`src/hw/rtl/efa_pkg.sv`:
```
// Shared types and constants for the event frame accumulator.
`timescale 1ns / 1ps
package efa_pkg;

  localparam int KIND_W   = 2;
  localparam int COORD_W  = 7;
  localparam int POL_W    = 2;
  localparam int TIME_W   = 31;
  localparam int COUNT_W  = 16;
  localparam int MISS_W   = 8;
  localparam int PIXEL_W  = 8;
  localparam int INDEX_W  = 2;
  localparam int DATA_W   = 31;

  localparam int DEF_FRAME_WIDTH  = 128;
  localparam int DEF_FRAME_HEIGHT = 128;

  localparam logic [KIND_W-1:0] KIND_EVENT = 2'd0;
  localparam logic [KIND_W-1:0] KIND_MISS  = 2'd1;
  localparam logic [KIND_W-1:0] KIND_READ  = 2'd2;

  localparam logic [INDEX_W-1:0] REG_FRAME_PERIOD = 2'd0;
  localparam logic [INDEX_W-1:0] REG_MAX_EVENTS   = 2'd1;
  localparam logic [INDEX_W-1:0] REG_MAX_MISSES   = 2'd2;

  localparam logic [TIME_W-1:0]  RST_FRAME_PERIOD = 31'd1000;
  localparam logic [COUNT_W-1:0] RST_MAX_EVENTS   = 16'd1000;
  localparam logic [MISS_W-1:0]  RST_MAX_MISSES   = 8'd3;

  typedef struct packed {
    logic               closed;
    logic               ok;
    logic [COUNT_W-1:0] events;
    logic [TIME_W-1:0]  next_start;
  } frame_res_t;

endpackage

```
`src/hw/rtl/efa_frame_ctrl.sv`:
```
// Frame bookkeeping: config registers, open/close decisions, counters.
`timescale 1ns / 1ps
module efa_frame_ctrl (
  input  logic                        clk,
  input  logic                        rst,
  input  logic                        wr_en,
  input  logic [efa_pkg::INDEX_W-1:0] wr_index,
  input  logic [efa_pkg::DATA_W-1:0]  wr_data,
  input  logic                        accept,
  input  logic [efa_pkg::KIND_W-1:0]  kind,
  input  logic [efa_pkg::TIME_W-1:0]  timestamp,
  output efa_pkg::frame_res_t         res
);
  import efa_pkg::*;

  logic [TIME_W-1:0]  frame_period;
  logic [COUNT_W-1:0] max_events;
  logic [MISS_W-1:0]  max_misses;

  logic               frame_open;
  logic [TIME_W-1:0]  start_time;
  logic [TIME_W:0]    end_time;
  logic [COUNT_W-1:0] event_count;
  logic [MISS_W-1:0]  miss_count;

  logic [TIME_W:0]    end_next;
  logic [TIME_W-1:0]  start_next;
  logic [COUNT_W-1:0] count_base;
  logic [COUNT_W-1:0] count_next;
  logic [MISS_W-1:0]  miss_base;
  logic [MISS_W-1:0]  miss_next;
  logic [MISS_W:0]    miss_inc;
  logic               closed;

  always_ff @(posedge clk) begin
    if (rst) begin
      frame_period <= RST_FRAME_PERIOD;
      max_events   <= RST_MAX_EVENTS;
      max_misses   <= RST_MAX_MISSES;
    end else if (wr_en) begin
      unique case (wr_index)
        REG_FRAME_PERIOD: frame_period <= (wr_data == '0) ? RST_FRAME_PERIOD : wr_data;
        REG_MAX_EVENTS: begin
          max_events <= (wr_data[COUNT_W-1:0] == '0) ? RST_MAX_EVENTS : wr_data[COUNT_W-1:0];
        end
        REG_MAX_MISSES:   max_misses <= wr_data[MISS_W-1:0];
        default: ;
      endcase
    end
  end

  always_comb begin
    end_next   = frame_open ? end_time : ({1'b0, start_time} + {1'b0, frame_period});
    count_base = frame_open ? event_count : '0;
    miss_base  = frame_open ? miss_count : '0;
    miss_inc   = {1'b0, miss_base} + (MISS_W+1)'(1);
    count_next = count_base;
    miss_next  = miss_base;
    start_next = start_time;
    closed     = 1'b0;
    unique case (kind)
      KIND_EVENT: begin
        miss_next = '0;
        if (count_base != '1) count_next = count_base + COUNT_W'(1);
        if ({1'b0, timestamp} > end_next || count_next >= max_events) begin
          closed     = 1'b1;
          start_next = timestamp;
        end
      end
      KIND_MISS: begin
        miss_next = miss_inc[MISS_W] ? '1 : miss_inc[MISS_W-1:0];
        if (miss_inc > {1'b0, max_misses}) begin
          closed     = 1'b1;
          start_next = end_next[TIME_W] ? '1 : end_next[TIME_W-1:0];
        end
      end
      default: ;
    endcase
    res.closed     = closed;
    res.ok         = closed && (count_next != '0);
    res.events     = count_next;
    res.next_start = start_next;
  end

  always_ff @(posedge clk) begin
    if (rst) begin
      frame_open  <= 1'b0;
      start_time  <= '0;
      end_time    <= '0;
      event_count <= '0;
      miss_count  <= '0;
    end else if (accept) begin
      frame_open  <= !closed;
      start_time  <= start_next;
      end_time    <= end_next;
      event_count <= count_next;
      miss_count  <= miss_next;
    end
  end

endmodule

```
`config.mk`:
```
export PLATFORM = sky130hd
export DESIGN_NAME = efa_frame_ctrl
export DESIGN_NICKNAME = d
export VERILOG_FILES = /design/src/hw/rtl/efa_pkg.sv /design/src/hw/rtl/efa_frame_ctrl.sv
export SDC_FILE = /design/constraint.sdc
export NUM_CORES = 1
export LEC_CHECK = 0
export BUFFER_PORTS_ARGS = -buffer_cell sky130_fd_sc_hd__clkbuf_2
export CAP_MARGIN = 15
export CORE_MARGIN = 2
export CORE_UTILIZATION = 45
export CTS_CLUSTER_DIAMETER = 150
export DETAILED_ROUTE_END_ITERATION = 8
export GPL_ROUTABILITY_DRIVEN = 0
export GPL_TIMING_DRIVEN = 0
export PLACE_DENSITY_LB_ADDON = 0.1
export SKIP_LAST_GASP = 1
export SLEW_MARGIN = 20
export SYNTH_ARGS = -nofsm -noshare
export SYNTH_HDL_FRONTEND = slang
export SYNTH_SLANG_ARGS = --single-unit
```
`constraint.sdc`:
```
create_clock -name clk -period 18.4 [get_ports clk]
set_clock_uncertainty 0.1 [all_clocks]
set_input_delay 3.68 -clock clk [delete_from_list [all_inputs] [get_ports clk]]
set_output_delay 3.68 -clock clk [all_outputs]
set_load 0.02 [all_outputs]
```
==> results of run 1 <==
[per-stage QoR]
stage | utilization | instance area, µm² | hold slack, ps | std cells | power (µW)
after global routing | 0.527 | 12000 | 378 | 1835 | 945
after floorplan | - | 10500 | 336 | 1403 | 477
after detailed placement | 0.501 | 11400 | 347 | 1804 | 554
after CTS | 0.527 | 12000 | 357 | 1835 | 908
after global placement | 0.501 | 11400 | 346 | 1804 | 552
final | 0.527 | 12000 | 358 | 1836 | 912
[critical path: stages]
cell and delay, ps:
clkbuf_2 120, ha_1 300, nand4_1 170, nor4_2 510, nor3b_2 370, a211oi_1 140, a211oi_2 350, o21ai_2 170
o21ai_1 620, buf_2 420, a221o_1 290, clkbuf_2 200
[per-layer routing]
| metal | routed length, µm | GRT usage | part of all wire |
|---|---|---|---|
| met1 | 16600 | 0.411 | 0.41 |
| met4 | 2030 | 0.163 | 0.050 |
| met3 | 3050 | 0.0548 | 0.076 |
| met2 | 18700 | 0.548 | 0.46 |
| met5 | 13 | 0 | 0.00032 |
[registers in the layout (all words and copies together) (netlist names)]
register / flops
event_count: 16
frame_period: 31
start_time: 31
end_time: 32
frame_open: 1
max_events: 16
miss_count: 8
max_misses: 8
[synthesized netlist by cell type (6+ instances only)]
library cell | count | area share
nand4_1 | 16 | 0.0096
nor2_1 | 169 | 0.061
nor4_1 | 14 | 0.0084
buf_2 | 12 | 0.0057
nor3_1 | 26 | 0.012
xor2_1 | 18 | 0.015
nand2_1 | 202 | 0.073
o21ai_0 | 68 | 0.033
nor2b_1 | 10 | 0.0060
and2_1 | 11 | 0.0066
o221ai_1 | 8 | 0.0067
and3_1 | 8 | 0.0048
o21a_1 | 22 | 0.016
nand3_1 | 40 | 0.019
mux2i_1 | 32 | 0.031
a41oi_1 | 6 | 0.0050
xnor2_1 | 34 | 0.028
a22oi_1 | 6 | 0.0043
or3_1 | 11 | 0.0066
o22ai_1 | 9 | 0.0054
inv_1 | 50 | 0.018
a221o_1 | 11 | 0.011
a211oi_1 | 40 | 0.029
o211ai_1 | 15 | 0.011
clkbuf_1 | 59 | 0.021
ha_1 | 88 | 0.11
a21oi_1 | 140 | 0.067
a21o_1 | 13 | 0.0093
dfxtp_1 | 143 | 0.27
nand2b_1 | 7 | 0.0042
[power groups by stage]
stage / combinational, µW / sequential (µW) / clock [µW]
3_3_place_gp: 208 / 344 / 0
3_5_place_dp: 209 / 345 / 0
4_1_cts: 211 / 338 / 360
5_1_grt: 233 / 339 / 372
6_report: 216 / 338 / 358
2_1_floorplan: 139 / 338 / 0
[worst min-delay path by stage]
stage / from / endpoint / slack [ps] / cells past startpoint
after floorplan: max_events[10] / max_events[10] / 340 / 2
after global placement: max_events[15] / max_events[15] / 350 / 2
after detailed placement: max_events[12] / max_events[12] / 350 / 2
after CTS: max_events[12] / max_events[12] / 360 / 2
after global routing: max_events[4] / max_events[4] / 380 / 2
final: max_events[12] / max_events[12] / 360 / 2
[area by class of cell]
cell class                      count  area (µm²)
Fill cell                        2278       10700
Multi-Input combinational cell   1128        7050
Sequential cell                   143        2860
Timing Repair Buffer              116         581
Clock buffer                       18         429
Tap cell                          285         357
Buffer                             81         343
Inverter                           51         191
Clock inverter                     13         154
Antenna cell                        1        2.50
[kinds of logic after synthesis]
group / Yosys count
AO/OA/AOI/OAI: 407
adder cells (fa/ha/maj): 89
multiplexers: 36
AND/OR/NAND/NOR: 544
buffers and inverters: 132
flip-flops: 143
XOR/XNOR: 52
==> summary.md, run 1 <==
| Metric | Value |
|---|---|
| Status | complete, no violations |
| EDFF count, synth | 0 |
| Synthesized-area fraction occupied by adder cells | 0.107 |
| DIE AREA | 0.0245 mm² |
| Row count | 55 |
| Period utilization | 0.605 |
| Post-route ant nets | 0 |
| Die height | 156 µm |
| Depth of the worst register-to-register path | 20 |
| Post-route setup slack | 7260 ps |
| Overflow after GRT | 0 |
| Critical Path End | res[5] |
| Worst-path clk slew | 70 ps |
| Crit path required time | 14620 ps |
| Number of remaining DRC errors | 0 |
| CP max FO | 10 |
| RSZ-0062 raised after global routing | false |
| Hold buffer count at CTS | 0 |
| DP HPWL | 31.3 mm |
| Number of global-route vias before repair | 10636 |
| Combinational share of power | 0.237 |
| Most frequent cells in the layout | 202 x nand2_1, 169 x nor2_1, 143 x dfxtp_1, 140 x a21oi_1, 117 x clkbuf_2 |
| Wire per inst | 22.0 µm |
| First-pass GRT wire length | 60.3 mm |
| Ys Warns | 0 |
| Xor/xnor share of the synthesized area | 0.0436 |
| Leak | 0.00504 µW |
| Die X | 156 µm |
| RR Endpoint | start_time[26] |
| Synth Area in Compound Gates | 0.253 |
| Boundary pin count | 119 |
| I/O Buffers | 116 |
| Resized cells post-CTS | 0 |
| Worst Setup End Kind | output pin |
| Seq pwr share | 0.371 |
| Worst Max-Slew Pin Slew | 1060 ps |
| Nets | 1697 |
| Clk pwr share | 0.393 |
| Setup TNS | 0 ps |
| Syn Inst Count | 1403 |
| First drt pass iteration count | 6 |
| Via count | 11254 |
| Yosys reg bits | 143 |
| CTS Buffer Depth | 2 |
| Num CTS Buffers | 17 |
| Commonest non-fill, non-tap cell in the layout | nand2_1 |
| Starting DRT DRC Count | 1072 |
| Worst VDD drop | 46.2 µV |
| Internal Power | 599 µW |
| Max_slew headroom | 0.292 |
| Starting Density | 0.460 |
| R2R Path Start | frame_open |
| Post-layout min period | 11140 ps |
| CTS root buf | clkbuf_16 |
| Share of layout cells above drive strength 1 | 0.119 |
| Ys flop type | dfxtp_1 |
| Vias per inst | 6.13 |
| Main combinational cell family by area after synthesis | compound AO/OA/AOI/OAI gates |
| Count of pins over their slew limit | 0 |
| Post-Route WL | 40.4 mm |
| Type of origin of the critical path | input pin |
| Largest net degree at the start of global routing | 17 |
| Fin. Hold Viols | 0 |
| Initial antenna violation count | 2 |
| PwrDens | 76.2 mW/mm² |
| Area growth, synth to finish | 14.6% |
| Setup WS pre-CTS | 7460 ps |
| CTS tree | done |
| Post-synthesis simple-gate area fraction | 0.236 |
| Hold Path Class | reg2reg |
| Clock Latency Late Sink | 440 ps |
| CORE AREA | 0.0227 mm² |
| H-tree depth | 4 |
| Max-Cap Viols | 0 |
| Crit. Startpoint | timestamp[23] |
| Sw frac | 0.343 |
| Max frequency | 89.8 MHz |
| P_sw | 313 µW |
| Post-synthesis async set-or-reset flop share | 0 |
| Final Setup Violations | 0 |
| Clock Sinks | 143 |
| Post-Syn Nets | 1562 |
| Total GRT Usage | 0.329 |
| Crit path arrival time | 7360 ps |
| Worst R2R Setup Slack | 11540 ps |
| Post-synthesis mux area share | 0.0350 |
| Seq/Total Area, Yosys | 0.274 |
| Synth unique cells | 82 |
| Post-Syn Area | 0.0105 mm² |
| Syn_area_per_cell | 7.45 µm² |
| Critical path class | in2out |
| Post-CTS setup repair buffer count | 0 |
(Power assumes the default switching activity.)
==> inputs of run 2 (changes only) <==
Settings changed: ABC_AREA from default to 1.
Clock period 18.4 ns to 11.4 ns, I/O delays scaled along.
==> run 2 against run 1 <==
Compared with the run above:
- synthesized cell count grew 28%
- via count grew 12%
- critical path depth grew 11
- sequential share of layout area shrank 1.4 points
- power grew 84%
- clock-buffer cell count is the same
- sequential power grew 67%
- area after synthesis grew 7.0%
- global-route usage shrank 1.5 points
- combinational power grew to 2.6 times the previous value
- wire length grew 2.0%
- cell area grew 6.3%
==> summary.md, run 2 <==
| Metric | Value |
|---|---|
| Seq pwr share | 0.337 (-0.034) |
| Worst Max-Slew Pin Slew | 980 ps (-79.0 ps) |
| Post-Syn Area | 0.0112 mm² (+7.0%) |
| Largest net degree at the start of global routing | 17 (unchanged) |
| Most frequent cells in the layout | 385 x nand2_1, 308 x inv_1, 188 x a21oi_1, 147 x o21ai_0, 143 x dfxtp_1 |
| Resized cells post-CTS | 0 (unchanged) |
| Ant. Diodes | 0 (-1) |
| Setup TNS | 0 ps (unchanged) |
| Yosys reg bits | 143 (unchanged) |
| Post-Route WL | 41.2 mm (+2.0%) |
| Cell accounting for the most synthesized area | dfxtp_1 |
| CP max FO | 10 (unchanged) |
| Min-delay src | max_misses[1] |
| Syn_area_per_cell | 6.21 µm² (-17%) |
| Starting DRT DRC Count | 1155 (+7.7%) |
| CP cell instances | buf_4 > buf_2 > nand2_1 > inv_1 > ha_1 > nand4_1 > inv_1 > nand4_2 > nand3_1 > nor2_1 > nand2_1 > xor2_1 > ha_1 > a21oi_1 > o21ai_0 > a21oi_1 > nand2_1 > a31oi_1 > clkbuf_1 > nand3_1 > nand3_1 > nand3_1 > clkbuf_2 |
| Post-Layout Cell Count | 2274 (+24%) |
| Commonest non-fill, non-tap cell in the layout | nand2_1 |
| R2R Path Start | frame_open |
| Post-route setup slack | 3540 ps (-3720 ps) |
| Clock Sinks | 143 (unchanged) |
| CORE AREA | 0.0244 mm² (+7.4%) |
| Vias per inst | 5.55 (-9.5%) |
| RSZ-0062 raised after global routing | false |
| Crit path required time | 9020 ps (-5600 ps) |
| Post-synthesis async set-or-reset flop share | 0 (unchanged) |
| Synth unique cells | 43 (-48%) |
| Most frequent cell after synthesis | nand2_1 |
| Ys Warns | 0 (unchanged) |
| Setup WS pre-CTS | 4160 ps (-3290 ps) |
| Internal Power | 999 µW (+67%) |
| I/O Buffers | 116 (unchanged) |
| Most frequent CP cell | nand3_1 |
| Count of pins over their slew limit | 0 (unchanged) |
| Period utilization | 0.690 |
| P_sw | 679 µW (+120%) |
| Initial antenna violation count | 0 (-2) |
| Clock Latency Late Sink | 450 ps (about the same) |
| Via count | 12620 (+12%) |
| Syn Inst Count | 1802 (+28%) |
| Placed cells | 2242 (+24%) |
| Post-Syn Nets | 1961 (+26%) |
| Combinational share of power | 0.335 (+0.098) |
| H-tree depth | 4 (unchanged) |
| Post-synth top cells | 385 x nand2_1, 308 x inv_1, 188 x a21oi_1 |
| Row count | 57 (+3.6%) |
| Crit path max-delay family | buffers and inverters |
| Hold Path Class | reg2reg |
| Hold EP | max_misses[1] |
| Number of global-route vias before repair | 11836 (+11%) |
| Leak | 0.00668 µW (+32%) |
| Worst-path clk slew | 70 ps (about the same) |
| Die height | 162 µm (+3.4%) |
| CP max-delay cell | a31oi_1 |
| Starting Density | 0.459 (-0.00161) |
| Seq/Total Area, Yosys | 0.256 (-0.0180) |
| Final Setup Violations | 0 (unchanged) |
| Post-layout min period | 7860 ps |
| EDFF count, synth | 0 (unchanged) |
| Die X | 162 µm (+3.4%) |
| Top Registers | end_time (32), frame_period (31), start_time (31) |
| Number of remaining DRC errors | 0 (unchanged) |
| CTS Buffer Depth | 2 (unchanged) |
| Crit path arrival time | 5480 ps (-1880 ps) |
| Register with the most flip-flops | end_time |
| Ys flop type | dfxtp_1 |
| DP HPWL | 32.8 mm (+4.5%) |
| Depth of the worst register-to-register path | 24 (+20%) |
| Fin. Hold Viols | 0 (unchanged) |
| Area after DPL | 0.0122 mm² (+6.9%) |
| Max reg flops | 32 (unchanged) |
| Synth top area share | 0.256 (-0.0180) |
| Worst VDD drop | 79.7 µV (+72%) |
| Area growth, synth to finish | 13.8% |
| Clk pwr share | 0.328 (-0.065) |
| DIE AREA | 0.0261 mm² (+6.8%) |
| Critical path class | reg2out |
| RR Endpoint | start_time[10] |
| Boundary pin count | 119 (unchanged) |
| Worst Setup End Kind | output pin |
| Hold depth | 2 (unchanged) |
| First drt pass iteration count | 6 (unchanged) |
| Type of origin of the critical path | flip-flop |
| Share of layout cells above drive strength 1 | 0.0944 (-0.0244) |
| Synth area leaders | dfxtp_1 26%, nand2_1 13%, inv_1 10%, ha_1 9.8%, a21oi_1 8.4% |
| Fin Hold WS | 375 ps (+17.6 ps) |
| CTS tree | done |
| Hold buffer count at CTS | 0 (unchanged) |
| CTS root buf | clkbuf_16 |
| Num CTS Buffers | 17 (unchanged) |
| Post-route ant nets | 0 (unchanged) |
| Wire per inst | 18.1 µm (-18%) |
| Cell area after layout | 0.0127 mm² (+6.3%) |
| Worst Path Buf+Inv | 6 (+3) |
| PwrDens | 132 mW/mm² (+73%) |
| Max frequency | 127 MHz |
| Overflow after GRT | 0 (unchanged) |
| Sw frac | 0.405 (+0.0614) |
| Total GRT Usage | 0.314 (-0.0150) |
| First-pass GRT wire length | 63.5 mm (+5.3%) |
| Status | complete, no violations |
| Post-CTS setup repair buffer count | 0 (unchanged) |
| Nets | 2096 (+24%) |
| Worst R2R Setup Slack | 6210 ps (-5330 ps) |
| Max_slew headroom | 0.344 (+0.0514) |
| Max-Cap Viols | 0 (unchanged) |
| Crit-path max cell delay | 710 ps (+90 ps) |
==> run 2: changes by cell type after synthesis, sizes merged, moves of 32 or more <==
cell	delta
nor2	-66
nand3	+96
a21oi	+50
o21ai	+93
nand2	+187
mux2i	-32
inv	+260
a211oi	-37
==> run 2: worst max-delay path by stage <==
| stage | startpoint | to | slack [ps] | depth (start not counted) |
|---|---|---|---|---|
| 4_1_cts | frame_period[0] | res[47] | 3670 | 35 |
| 3_3_place_gp | frame_period[0] | res[47] | 4140 | 34 |
| 3_5_place_dp | frame_open | res[11] | 4160 | 23 |
| 6_report | frame_open | res[14] | 3540 | 23 |
| 2_1_floorplan | timestamp[15] | res[47] | 5020 | 19 |
| 5_1_grt | frame_period[0] | res[47] | 3130 | 32 |
==> run 2: area by class of cell <==
type | instances | area, µm²
inverters | 312 | 1170
multi-input cells | 1266 | 6810
repair buffers | 116 | 581
clock buffers | 18 | 429
flip-flops and latches | 143 | 2860
fillers | 2576 | 11700
clock inverters | 14 | 126
well taps | 324 | 405
plain buffers | 81 | 343
==> run 2: tightest hold or removal path: cells and delay by family (launching register included) <==
kind,cells,cell delay [ps]
flops,1,330
compound gates,1,60
simple gates,1,50
==> run 2: layer usage <==
metal  routed length [µm]  global-route usage  vias to the layer above
met4                 2150               0.150                        0
li1                     -                   -                     6205
met1                17100               0.390                     5814
met3                 2590              0.0370                       88
met5                    0                   0                        -
met2                19300               0.542                      513
==> run 2: metrics by stage <==
stage	power, µW	utilization
2_1_floorplan	939	-
3_3_place_gp	1120	0.499
3_5_place_dp	1130	0.499
4_1_cts	1670	0.522
6_report	1680	0.522
5_1_grt	1760	0.522
==> run 2: cells by family after synthesis <==
group / share of synthesized area
simple gates: 0.271
buf+inv: 0.135
fa+ha+maj: 0.100
compound gates: 0.221
xor+xnor: 0.0164
flops: 0.256
==> run 2: power groups by stage <==
stage	Clock, µW	Sequential (µW)	Combinational, µW
finish	550	565	563
global route	572	566	625
CTS	549	564	555
detailed placement	0	575	551
global placement	0	575	545
floorplan	0	560	379
